--- config.mk ---
export PLATFORM = sky130hd
export DESIGN_NAME = wheel_speed_estimator
export DESIGN_NICKNAME = d
export VERILOG_FILES = /design/src/hdl/wse_pkg.sv /design/src/hdl/wheel_speed_estimator.sv /design/src/hdl/wse_front.sv /design/src/hdl/wse_queue.sv /design/src/hdl/wse_back.sv
export SDC_FILE = /design/constraint.sdc
export NUM_CORES = 2
export LEC_CHECK = 0
export BUFFER_PORTS_ARGS = -buffer_cell sky130_fd_sc_hd__buf_4
export CAP_MARGIN = 20
export CELL_PAD_IN_SITES_DETAIL_PLACEMENT = 1
export CELL_PAD_IN_SITES_GLOBAL_PLACEMENT = 2
export CORE_ASPECT_RATIO = 0.75
export CORE_MARGIN = 4
export CORE_UTILIZATION = 44
export CTS_CLUSTER_DIAMETER = 30
export DETAILED_ROUTE_END_ITERATION = 6
export PLACE_DENSITY_LB_ADDON = 0.1
export SYNTH_ARGS = -nofsm -noshare
export SYNTH_HDL_FRONTEND = slang
export SYNTH_SLANG_ARGS = --single-unit
--- constraint.sdc ---
create_clock -name i_clk -period 23.5 [get_ports i_clk]
set_clock_uncertainty 0.15 [all_clocks]
set_input_delay 4.7 -clock i_clk [delete_from_list [all_inputs] [get_ports i_clk]]
set_output_delay 4.7 -clock i_clk [all_outputs]
set_load 0.03 [all_outputs]
--- src/hdl/wse_pkg.sv ---
package wse_pkg;

    localparam int COUNT_WIDTH = 16;
    localparam int FRAC_BITS   = 8;
    localparam int SPEED_W     = 24;
    localparam int Q_DEPTH     = 2;

    localparam logic [7:0] W_KEEP = 8'd179;  // 0.7 in Q0.8
    localparam logic [6:0] W_OLD  = 7'd77;   // 0.3 in Q0.8
    localparam logic [8:0] W_ONE  = 9'd256;

    localparam logic [SPEED_W-1:0] SPEED_MAX = '1;

    typedef enum logic [1:0] {
        OP_EDGE  = 2'd0,
        OP_POLL  = 2'd1,
        OP_STOP  = 2'd2,
        OP_QUERY = 2'd3
    } t_op;

    typedef enum logic [2:0] {
        CFG_DEBOUNCE  = 3'd0,
        CFG_INTERVAL  = 3'd1,
        CFG_MIN_PULSE = 3'd2,
        CFG_WEIGHT    = 3'd3,
        CFG_SCALE     = 3'd4,
        CFG_THRESHOLD = 3'd5
    } t_cfg_addr;

    // command kinds handed from the front end to the arithmetic back end
    typedef enum logic [1:0] {
        K_NONE  = 2'd0,
        K_WIN   = 2'd1,
        K_STOP  = 2'd2,
        K_QUERY = 2'd3
    } t_kind;

    typedef struct packed {
        t_kind                  kind;
        logic [COUNT_WIDTH-1:0] raw;
    } t_cmd;

    typedef struct packed {
        logic [15:0]        debounce_us;
        logic [15:0]        interval_ms;
        logic [7:0]         min_pulses;
        logic [8:0]         ema_weight;
        logic [15:0]        speed_scale;
        logic [SPEED_W-1:0] stable_threshold;
    } t_cfg;

    localparam t_cfg CFG_RESET = '{
        debounce_us:      16'd1000,
        interval_ms:      16'd100,
        min_pulses:       8'd2,
        ema_weight:       9'd77,
        speed_scale:      16'd256,
        stable_threshold: 24'd1280
    };

    function automatic logic [SPEED_W-1:0] sat24(input logic [47:0] v);
        logic [SPEED_W-1:0] r;
        r = (|v[47:SPEED_W]) ? SPEED_MAX : v[SPEED_W-1:0];
        return r;
    endfunction

endpackage

--- src/hdl/wheel_speed_estimator.sv ---
// Wheel speed estimator: debounced pulse counter with a moving-average speed filter.
// Slave stream: one event per transaction, tuser = opcode (edge, poll, stop,
// stability query), tdata = microsecond and millisecond timestamps.
// Master stream: exactly one result transaction per event, in order; tdata
// carries current speed, display speed and the stability flag, tuser flags a
// poll that closed a measurement window.
// Edge and window timing is resolved by the front end as the event is taken;
// a two-entry command queue feeds the arithmetic back end, which owns one
// registered multiply step per cycle unless the output stalls. Edge, stop,
// query and non-closing poll events pass through the queue entry and the output
// register and sustain one per cycle while the back end is idle and not stalled.
// A closing poll with enough pulses passes moving average product, blend, speed
// scale, display blend and output; one below the pulse minimum decays filter and
// display, then scales and outputs. Config writes are registered via the write port.
// Synchronous reset clears counts, timestamps, speeds and the queue, and loads
// the default configuration. A stalled master output holds its transaction;
// the queue then fills and tready drops.
module wheel_speed_estimator (
    input  logic        i_clk,
    input  logic        i_rst_n,
    input  logic        s_axis_tvalid,
    output logic        s_axis_tready,
    input  logic [63:0] s_axis_tdata,   // [31:0] time_us, [63:32] time_ms
    input  logic [1:0]  s_axis_tuser,   // [1:0] opcode
    output logic        m_axis_tvalid,
    input  logic        m_axis_tready,
    output logic [55:0] m_axis_tdata,   // [23:0] speed_now, [47:24] speed_display,
                                        // [48] is_stable, [55:49] zero
    output logic        m_axis_tuser,   // [0] window_done
    input  logic        i_cfg_we,
    input  logic [2:0]  i_cfg_addr,
    input  logic [23:0] i_cfg_wdata
);
    import wse_pkg::*;

    t_cfg r_cfg;
    t_cmd push_cmd, head_cmd;
    logic push, q_full, q_valid, pop;

    always_ff @(posedge i_clk) begin
        if (!i_rst_n) begin
            r_cfg <= CFG_RESET;
        end else if (i_cfg_we) begin
            unique case (t_cfg_addr'(i_cfg_addr))
                CFG_DEBOUNCE:  r_cfg.debounce_us      <= i_cfg_wdata[15:0];
                CFG_INTERVAL:  r_cfg.interval_ms      <= i_cfg_wdata[15:0];
                CFG_MIN_PULSE: r_cfg.min_pulses       <= i_cfg_wdata[7:0];
                CFG_WEIGHT:    r_cfg.ema_weight       <= i_cfg_wdata[8:0];
                CFG_SCALE:     r_cfg.speed_scale      <= i_cfg_wdata[15:0];
                CFG_THRESHOLD: r_cfg.stable_threshold <= i_cfg_wdata[SPEED_W-1:0];
                default:       r_cfg <= r_cfg;
            endcase
        end
    end

    wse_front u_front (
        .i_clk         (i_clk),
        .i_rst_n       (i_rst_n),
        .s_axis_tvalid (s_axis_tvalid),
        .s_axis_tready (s_axis_tready),
        .s_axis_tdata  (s_axis_tdata),
        .s_axis_tuser  (s_axis_tuser),
        .i_cfg         (r_cfg),
        .i_q_full      (q_full),
        .o_push        (push),
        .o_cmd         (push_cmd)
    );

    wse_queue u_queue (
        .i_clk   (i_clk),
        .i_rst_n (i_rst_n),
        .i_push  (push),
        .i_cmd   (push_cmd),
        .o_full  (q_full),
        .o_valid (q_valid),
        .o_cmd   (head_cmd),
        .i_pop   (pop)
    );

    wse_back u_back (
        .i_clk         (i_clk),
        .i_rst_n       (i_rst_n),
        .i_cfg         (r_cfg),
        .i_cmd_valid   (q_valid),
        .i_cmd         (head_cmd),
        .o_pop         (pop),
        .m_axis_tvalid (m_axis_tvalid),
        .m_axis_tready (m_axis_tready),
        .m_axis_tdata  (m_axis_tdata),
        .m_axis_tuser  (m_axis_tuser)
    );

endmodule

--- src/hdl/wse_front.sv ---
module wse_front (
    input  logic          i_clk,
    input  logic          i_rst_n,
    input  logic          s_axis_tvalid,
    output logic          s_axis_tready,
    input  logic [63:0]   s_axis_tdata,
    input  logic [1:0]    s_axis_tuser,
    input  wse_pkg::t_cfg i_cfg,
    input  logic          i_q_full,
    output logic          o_push,
    output wse_pkg::t_cmd o_cmd
);
    import wse_pkg::*;

    logic [COUNT_WIDTH-1:0] r_edge_count, n_edge_count;
    logic [31:0]            r_last_edge_us, n_last_edge_us;
    logic [31:0]            r_last_win_ms, n_last_win_ms;

    logic [31:0] time_us, time_ms, el_us, el_ms;
    t_op         op;
    logic        accept;

    assign time_us       = s_axis_tdata[31:0];
    assign time_ms       = s_axis_tdata[63:32];
    assign op            = t_op'(s_axis_tuser);
    assign s_axis_tready = !i_q_full;
    assign accept        = s_axis_tvalid && s_axis_tready;
    assign o_push        = accept;

    // elapsed times wrap modulo 2^32
    assign el_us = time_us - r_last_edge_us;
    assign el_ms = time_ms - r_last_win_ms;

    always_comb begin
        n_edge_count   = r_edge_count;
        n_last_edge_us = r_last_edge_us;
        n_last_win_ms  = r_last_win_ms;
        o_cmd.kind     = K_NONE;
        o_cmd.raw      = r_edge_count;
        unique case (op)
            OP_EDGE: begin
                if (el_us > 32'(i_cfg.debounce_us)) begin
                    if (r_edge_count != '1) begin
                        n_edge_count = r_edge_count + 1'b1;
                    end
                    n_last_edge_us = time_us;
                end
            end
            OP_POLL: begin
                if (el_ms >= 32'(i_cfg.interval_ms)) begin
                    o_cmd.kind    = K_WIN;
                    n_edge_count  = '0;
                    n_last_win_ms = time_ms;
                end
            end
            OP_STOP:  o_cmd.kind = K_STOP;
            OP_QUERY: o_cmd.kind = K_QUERY;
            default:  o_cmd.kind = K_NONE;
        endcase
    end

    always_ff @(posedge i_clk) begin
        if (!i_rst_n) begin
            r_edge_count   <= '0;
            r_last_edge_us <= '0;
            r_last_win_ms  <= '0;
        end else if (accept) begin
            r_edge_count   <= n_edge_count;
            r_last_edge_us <= n_last_edge_us;
            r_last_win_ms  <= n_last_win_ms;
        end
    end

endmodule

--- src/hdl/wse_queue.sv ---
module wse_queue (
    input  logic          i_clk,
    input  logic          i_rst_n,
    input  logic          i_push,
    input  wse_pkg::t_cmd i_cmd,
    output logic          o_full,
    output logic          o_valid,
    output wse_pkg::t_cmd o_cmd,
    input  logic          i_pop
);
    import wse_pkg::*;

    localparam int PTR_W = (Q_DEPTH > 1) ? $clog2(Q_DEPTH) : 1;
    localparam int CNT_W = $clog2(Q_DEPTH + 1);

    t_cmd             r_mem [Q_DEPTH];
    logic [PTR_W-1:0] r_wptr, r_rptr;
    logic [CNT_W-1:0] r_count;
    logic             do_push, do_pop;

    assign o_full  = (r_count == CNT_W'(Q_DEPTH));
    assign o_valid = (r_count != '0);
    assign o_cmd   = r_mem[r_rptr];
    assign do_push = i_push && !o_full;
    assign do_pop  = i_pop && o_valid;

    always_ff @(posedge i_clk) begin
        if (do_push) begin
            r_mem[r_wptr] <= i_cmd;
        end
    end

    always_ff @(posedge i_clk) begin
        if (!i_rst_n) begin
            r_wptr  <= '0;
            r_rptr  <= '0;
            r_count <= '0;
        end else begin
            if (do_push) begin
                r_wptr <= (r_wptr == PTR_W'(Q_DEPTH - 1)) ? '0 : r_wptr + 1'b1;
            end
            if (do_pop) begin
                r_rptr <= (r_rptr == PTR_W'(Q_DEPTH - 1)) ? '0 : r_rptr + 1'b1;
            end
            case ({do_push, do_pop})
                2'b10:   r_count <= r_count + 1'b1;
                2'b01:   r_count <= r_count - 1'b1;
                default: r_count <= r_count;
            endcase
        end
    end

endmodule

--- src/hdl/wse_back.sv ---
module wse_back (
    input  logic          i_clk,
    input  logic          i_rst_n,
    input  wse_pkg::t_cfg i_cfg,
    input  logic          i_cmd_valid,
    input  wse_pkg::t_cmd i_cmd,
    output logic          o_pop,
    output logic          m_axis_tvalid,
    input  logic          m_axis_tready,
    output logic [55:0]   m_axis_tdata,
    output logic          m_axis_tuser
);
    import wse_pkg::*;

    typedef enum logic [3:0] {
        S_IDLE  = 4'b0001,
        S_EMA   = 4'b0010,
        S_SCALE = 4'b0100,
        S_DISP  = 4'b1000
    } t_bstate;

    t_bstate            r_state, n_state;
    logic [SPEED_W-1:0] r_filt, n_filt;
    logic [SPEED_W-1:0] r_cur, n_cur;
    logic [SPEED_W-1:0] r_disp, n_disp;
    logic [SPEED_W-1:0] r_qry, n_qry;
    logic [32:0]        r_prod, n_prod;
    logic               r_full, n_full;

    logic               r_out_valid, n_out_valid;
    logic [SPEED_W-1:0] r_out_now, n_out_now;
    logic [SPEED_W-1:0] r_out_disp, n_out_disp;
    logic               r_out_stable, n_out_stable;
    logic               r_out_done, n_out_done;

    logic               out_free, out_load;
    logic [8:0]         w, w_old;
    logic [SPEED_W-1:0] raw_q, spd, disp_mix, diff;
    logic               full_upd;

    assign out_free = !r_out_valid || m_axis_tready;

    // weight of the new count is capped at one
    assign w     = (i_cfg.ema_weight > W_ONE) ? W_ONE : i_cfg.ema_weight;
    assign w_old = W_ONE - w;

    assign raw_q    = sat24(48'(i_cmd.raw) << FRAC_BITS);
    assign full_upd = 32'(i_cmd.raw) >= 32'(i_cfg.min_pulses);
    assign spd      = sat24(48'((40'(r_filt) * 40'(i_cfg.speed_scale)) >> 8));
    assign disp_mix = sat24(48'((34'(W_KEEP) * 34'(r_cur) + 34'(W_OLD) * 34'(r_disp)) >> 8));
    assign diff     = (r_cur >= r_qry) ? (r_cur - r_qry) : (r_qry - r_cur);

    always_comb begin
        n_state      = r_state;
        n_filt       = r_filt;
        n_cur        = r_cur;
        n_disp       = r_disp;
        n_qry        = r_qry;
        n_prod       = r_prod;
        n_full       = r_full;
        n_out_now    = r_out_now;
        n_out_disp   = r_out_disp;
        n_out_stable = r_out_stable;
        n_out_done   = r_out_done;
        out_load     = 1'b0;
        o_pop        = 1'b0;
        unique case (r_state)
            S_IDLE: begin
                if (i_cmd_valid) begin
                    if (i_cmd.kind == K_WIN) begin
                        o_pop   = 1'b1;
                        n_full  = full_upd;
                        n_state = full_upd ? S_EMA : S_SCALE;
                        if (full_upd) begin
                            n_prod = 33'(raw_q) * 33'(w);
                        end else begin
                            n_filt = r_filt >> 1;
                            n_disp = SPEED_W'((32'(W_KEEP) * 32'(r_disp)) >> 8);
                        end
                    end else if (out_free) begin
                        o_pop        = 1'b1;
                        out_load     = 1'b1;
                        n_out_now    = r_cur;
                        n_out_disp   = r_disp;
                        n_out_stable = 1'b0;
                        n_out_done   = 1'b0;
                        case (i_cmd.kind)
                            K_STOP: begin
                                n_cur      = '0;
                                n_disp     = '0;
                                n_out_now  = '0;
                                n_out_disp = '0;
                            end
                            K_QUERY: begin
                                n_qry        = r_cur;
                                n_out_stable = diff < i_cfg.stable_threshold;
                            end
                            default: ;
                        endcase
                    end
                end
            end
            S_EMA: begin
                n_filt  = sat24(48'((34'(r_prod) + 34'(r_filt) * 34'(w_old)) >> 8));
                n_state = S_SCALE;
            end
            S_SCALE: begin
                n_cur = spd;
                if (r_full) begin
                    n_state = S_DISP;
                end else if (out_free) begin
                    out_load     = 1'b1;
                    n_out_now    = spd;
                    n_out_disp   = r_disp;
                    n_out_stable = 1'b0;
                    n_out_done   = 1'b1;
                    n_state      = S_IDLE;
                end
            end
            S_DISP: begin
                if (out_free) begin
                    n_disp       = disp_mix;
                    out_load     = 1'b1;
                    n_out_now    = r_cur;
                    n_out_disp   = disp_mix;
                    n_out_stable = 1'b0;
                    n_out_done   = 1'b1;
                    n_state      = S_IDLE;
                end
            end
            default: n_state = S_IDLE;
        endcase
        n_out_valid = out_load ? 1'b1 : (m_axis_tready ? 1'b0 : r_out_valid);
    end

    always_ff @(posedge i_clk) begin
        if (!i_rst_n) begin
            r_state     <= S_IDLE;
            r_filt      <= '0;
            r_cur       <= '0;
            r_disp      <= '0;
            r_qry       <= '0;
            r_full      <= 1'b0;
            r_out_valid <= 1'b0;
        end else begin
            r_state     <= n_state;
            r_filt      <= n_filt;
            r_cur       <= n_cur;
            r_disp      <= n_disp;
            r_qry       <= n_qry;
            r_full      <= n_full;
            r_out_valid <= n_out_valid;
        end
    end

    always_ff @(posedge i_clk) begin
        r_prod       <= n_prod;
        r_out_now    <= n_out_now;
        r_out_disp   <= n_out_disp;
        r_out_stable <= n_out_stable;
        r_out_done   <= n_out_done;
    end

    assign m_axis_tvalid = r_out_valid;
    assign m_axis_tdata  = {7'd0, r_out_stable, r_out_disp, r_out_now};
    assign m_axis_tuser  = r_out_done;

endmodule

==> impl_results.md <==
* Most frequent cells in the layout: inv_1 (1268), nand2_1 (885), fa_1 (801), ha_1 (597), a21oi_1 (396)
* Post-Synthesis Cells at 6580
* Antenna violations before repair at 18
* IO Count at 157
* Core area at 0.127 mm^2
* First-pass GRT wire length at 287000 um
* Period utilisation layout at 0.436
* Pin count of the biggest net entering global routing at 84
* Drt wl/cell at 21.5 um
* Worst path top cell family by delay: simple AND/OR/NAND/NOR gates
* CTS H-tree depth at 3
* Via count at 45700
* Standard-cell row count at 113
* Vias in the first global route at 49100
* CP Data Arrival Time at 10650 ps
* Crit path launch type: input port
* Fmax at a little under 0.1 GHz
* Core Util, Final at 0.497
* Max Cap Viol at 0
* Syn. warnings at 0
* Die width at 422 um
* Register area share after synthesis at 0.157
* EDFF count, synth at 111
* Most used cell, CP: nand4_1
* Outcome: finished, final reports clean
* Worst slew pin tran at 1170 ps
* Met2 wire length at between 70000 and 80000 um
* Drt drc at 0
* Port-buffer cells at roughly 150
* Detail Route Antenna Nets at 0
* Wire length on met1 at between 80000 and 90000 um
* Synth Register Bits at around 390
* Post-DP HPWL at 145000 um
* Req. time, crit path at 23920 ps
* Placed cell count at 8188
* Gpl congestion at 0.875
* Worst vdd ir at between 0.1 and 0.15 mV
* Hold Crit Depth at 2
* Critical path class: input port to flip-flop
* Worst-path clk slew at 40 ps
* Hold Vio Cnt, Final at 0
* Fill cells at 14900
* Die area at about 0.13 mm^2
* Endpoint class of the critical path: flip-flop
* Hold_ws at ~300 ps
* Crit-path max cell delay at 740 ps
* Commonest non-fill, non-tap cell in the layout: inv_1
* 1st-pass router iterations at 5
* Total clock sinks at 387
* Fraction of layout cells with a size suffix above 1 at 0.0701
* Initial Utilization at 0.445
* Initial DRC Count at 2654
* Post-DR vias/cell at ~5.4
* Tot Pwr at about 0.0043 W
* Highest metal used: met5
* P_leak at 30.9 nW
* Final net count at slightly above 8000
* FF-to-FF path depth at 30
* Met3 wire length at 11500 um
* Setup Buffers After CTS at 0
* CTS resizes at 0
* Ys flop type: dfxtp_1
* Slowest CP cell: nor4b_4
* Worst Path Max Fanout at 32
* Area grow syn2layout at 11.7%
* Hold_buf cts at 0
* GRT Total Usage at 0.271
* Max clock buf depth at 3
* TNS Setup at 0 ps
* CTS buffer count at between 100 and 150
* Setup violators final at 0
* CP Depth at 25
* Pwr Density at 68.1 mW/mm^2
* GR Overflow Total at 0
* Final Slew Violations at 0
* Root Buffer: clkbuf_16
* Tmin final at between 10000 and 15000 ps
* Routed Wire Length at 181000 um
* RSZ-0062 raised after global routing: no
* Worst-Skew Late Latency at 730 ps
* Synth unique cells at 87
* Rel. slew slack at 0.216
* Synthesized area per cell at between 8 and 9 um^2
* Cell Count, Final, Fillers Out at 8391
* Worst Path Buf+Inv at 2
* Worst Hold Class: flip-flop to flip-flop
* Fraction of registers with async set/reset at 0
* CTS tree: built
* Synthesized area at 0.0565 mm^2
* Die Height at 318 um
-- layout make-up --
cell class	count	area, um^2	area share
repair buffers	235	1810	0.0286
clock inverters	67	973	0.0154
well taps	1667	2090	0.0330
multi-input cells	4632	41800	0.663
clock buffers	126	2780	0.0441
diodes	8	20.0	0.000317
flip-flops and latches	387	8860	0.140
inverters	1269	4770	0.0756
-- layer usage --
metal / vias up / track usage
met5: - / 0
met4: 6 / 0.0499
met3: 176 / 0.0563
met2: 1039 / 0.407
met1: 23300 / 0.406
li1: 21200 / -
-- state kept, by name (all words and copies together) (netlist names), 16 cells and up, named ones only --
| signal | flops |
|---|---|
| u_back.r_prod | 25 |
| u_back.r_out_disp | 24 |
| u_back.r_qry | 24 |
| u_front.r_last_edge_us | 32 |
| u_queue.r_mem | 36 |
| u_back.r_cur | 24 |
| u_back.r_disp | 24 |
| u_back.r_out_now | 24 |
| u_front.r_edge_count | 16 |
| u_back.r_filt | 24 |
| r_cfg | 89 |
| u_front.r_last_win_ms | 32 |
-- power by group --
group / internal [W] / leakage (nW) / switching [W]
logic: 0.000658 / 25.8 / 0.00123
clock network: 0.00105 / 1.80 / 0.000482
registers: 0.000827 / 3.29 / 0.0000526
total: 0.00253 / 30.9 / 0.00176
-- worst register-to-register path, delay by kind of cell, from the launching register on --
| family | cells | cell delay, ps |
|---|---|---|
| fa+ha+maj | 7 | 3390 |
| compound gates | 11 | 2860 |
| buf+inv | 6 | 1620 |
| simple gates | 5 | 680 |
| mux | 1 | 530 |
| flops | 1 | 320 |
-- stage by stage --
step / setup WS (ps) / cell area, um^2
floorplan: 13960 / 56500
global placement: 12690 / 59300
detailed placement: 12540 / 59300
CTS: 13260 / 63100
global route: 12700 / 63100
finish: 13260 / 63100
-- worst paths after layout --
path / start / end / slack, ps
setup reg to reg: r_cfg[40] / u_back.r_filt[12] / 13780
setup / recovery: s_axis_tdata[4] / u_front.r_last_edge_us[18] / 13260
hold reg to reg: u_back.r_qry[23] / u_back.r_qry[23] / 300
hold / removal: u_back.r_qry[23] / u_back.r_qry[23] / 300
-- cell usage after synthesis, types with 12 or more instances --
master       n  area, um^2
dfxtp_1    276        5530
o21a_1      31         233
o21bai_1    33         248
o211ai_1    30         225
nor3_1     110         551
or3_1       28         175
fa_1       801       16000
o21ai_0    145         726
a21boi_0    12        90.1
nand3_1     70         350
and2_1     278        1740
mux2i_1     96         961
a31oi_1     20         125
ha_1       597        7470
mux2_2      15         169
a211oi_1    37         278
a21oi_1    397        1990
nand4_1     52         325
nor4_1      22         138
edfxtp_1   111        3330
xor2_1      59         517
and3_1      27         169
inv_1     1269        4760
nor2_1     265         995
nand2b_1    49         307
nor2b_1     54         338
a221oi_1    38         333
a21o_1     161        1210
clkbuf_1   274        1030
o31ai_1     17         128
nand2_1    885        3320
xnor2_1    120        1050
-- kinds of logic after synthesis --
family,synth area share
other cells,0.0000664
compound gates,0.117
flops,0.157
fa+ha+maj,0.416
simple gates,0.158
buf+inv,0.105
xor+xnor,0.0277
mux,0.0200
(Power assumes the default switching activity.)
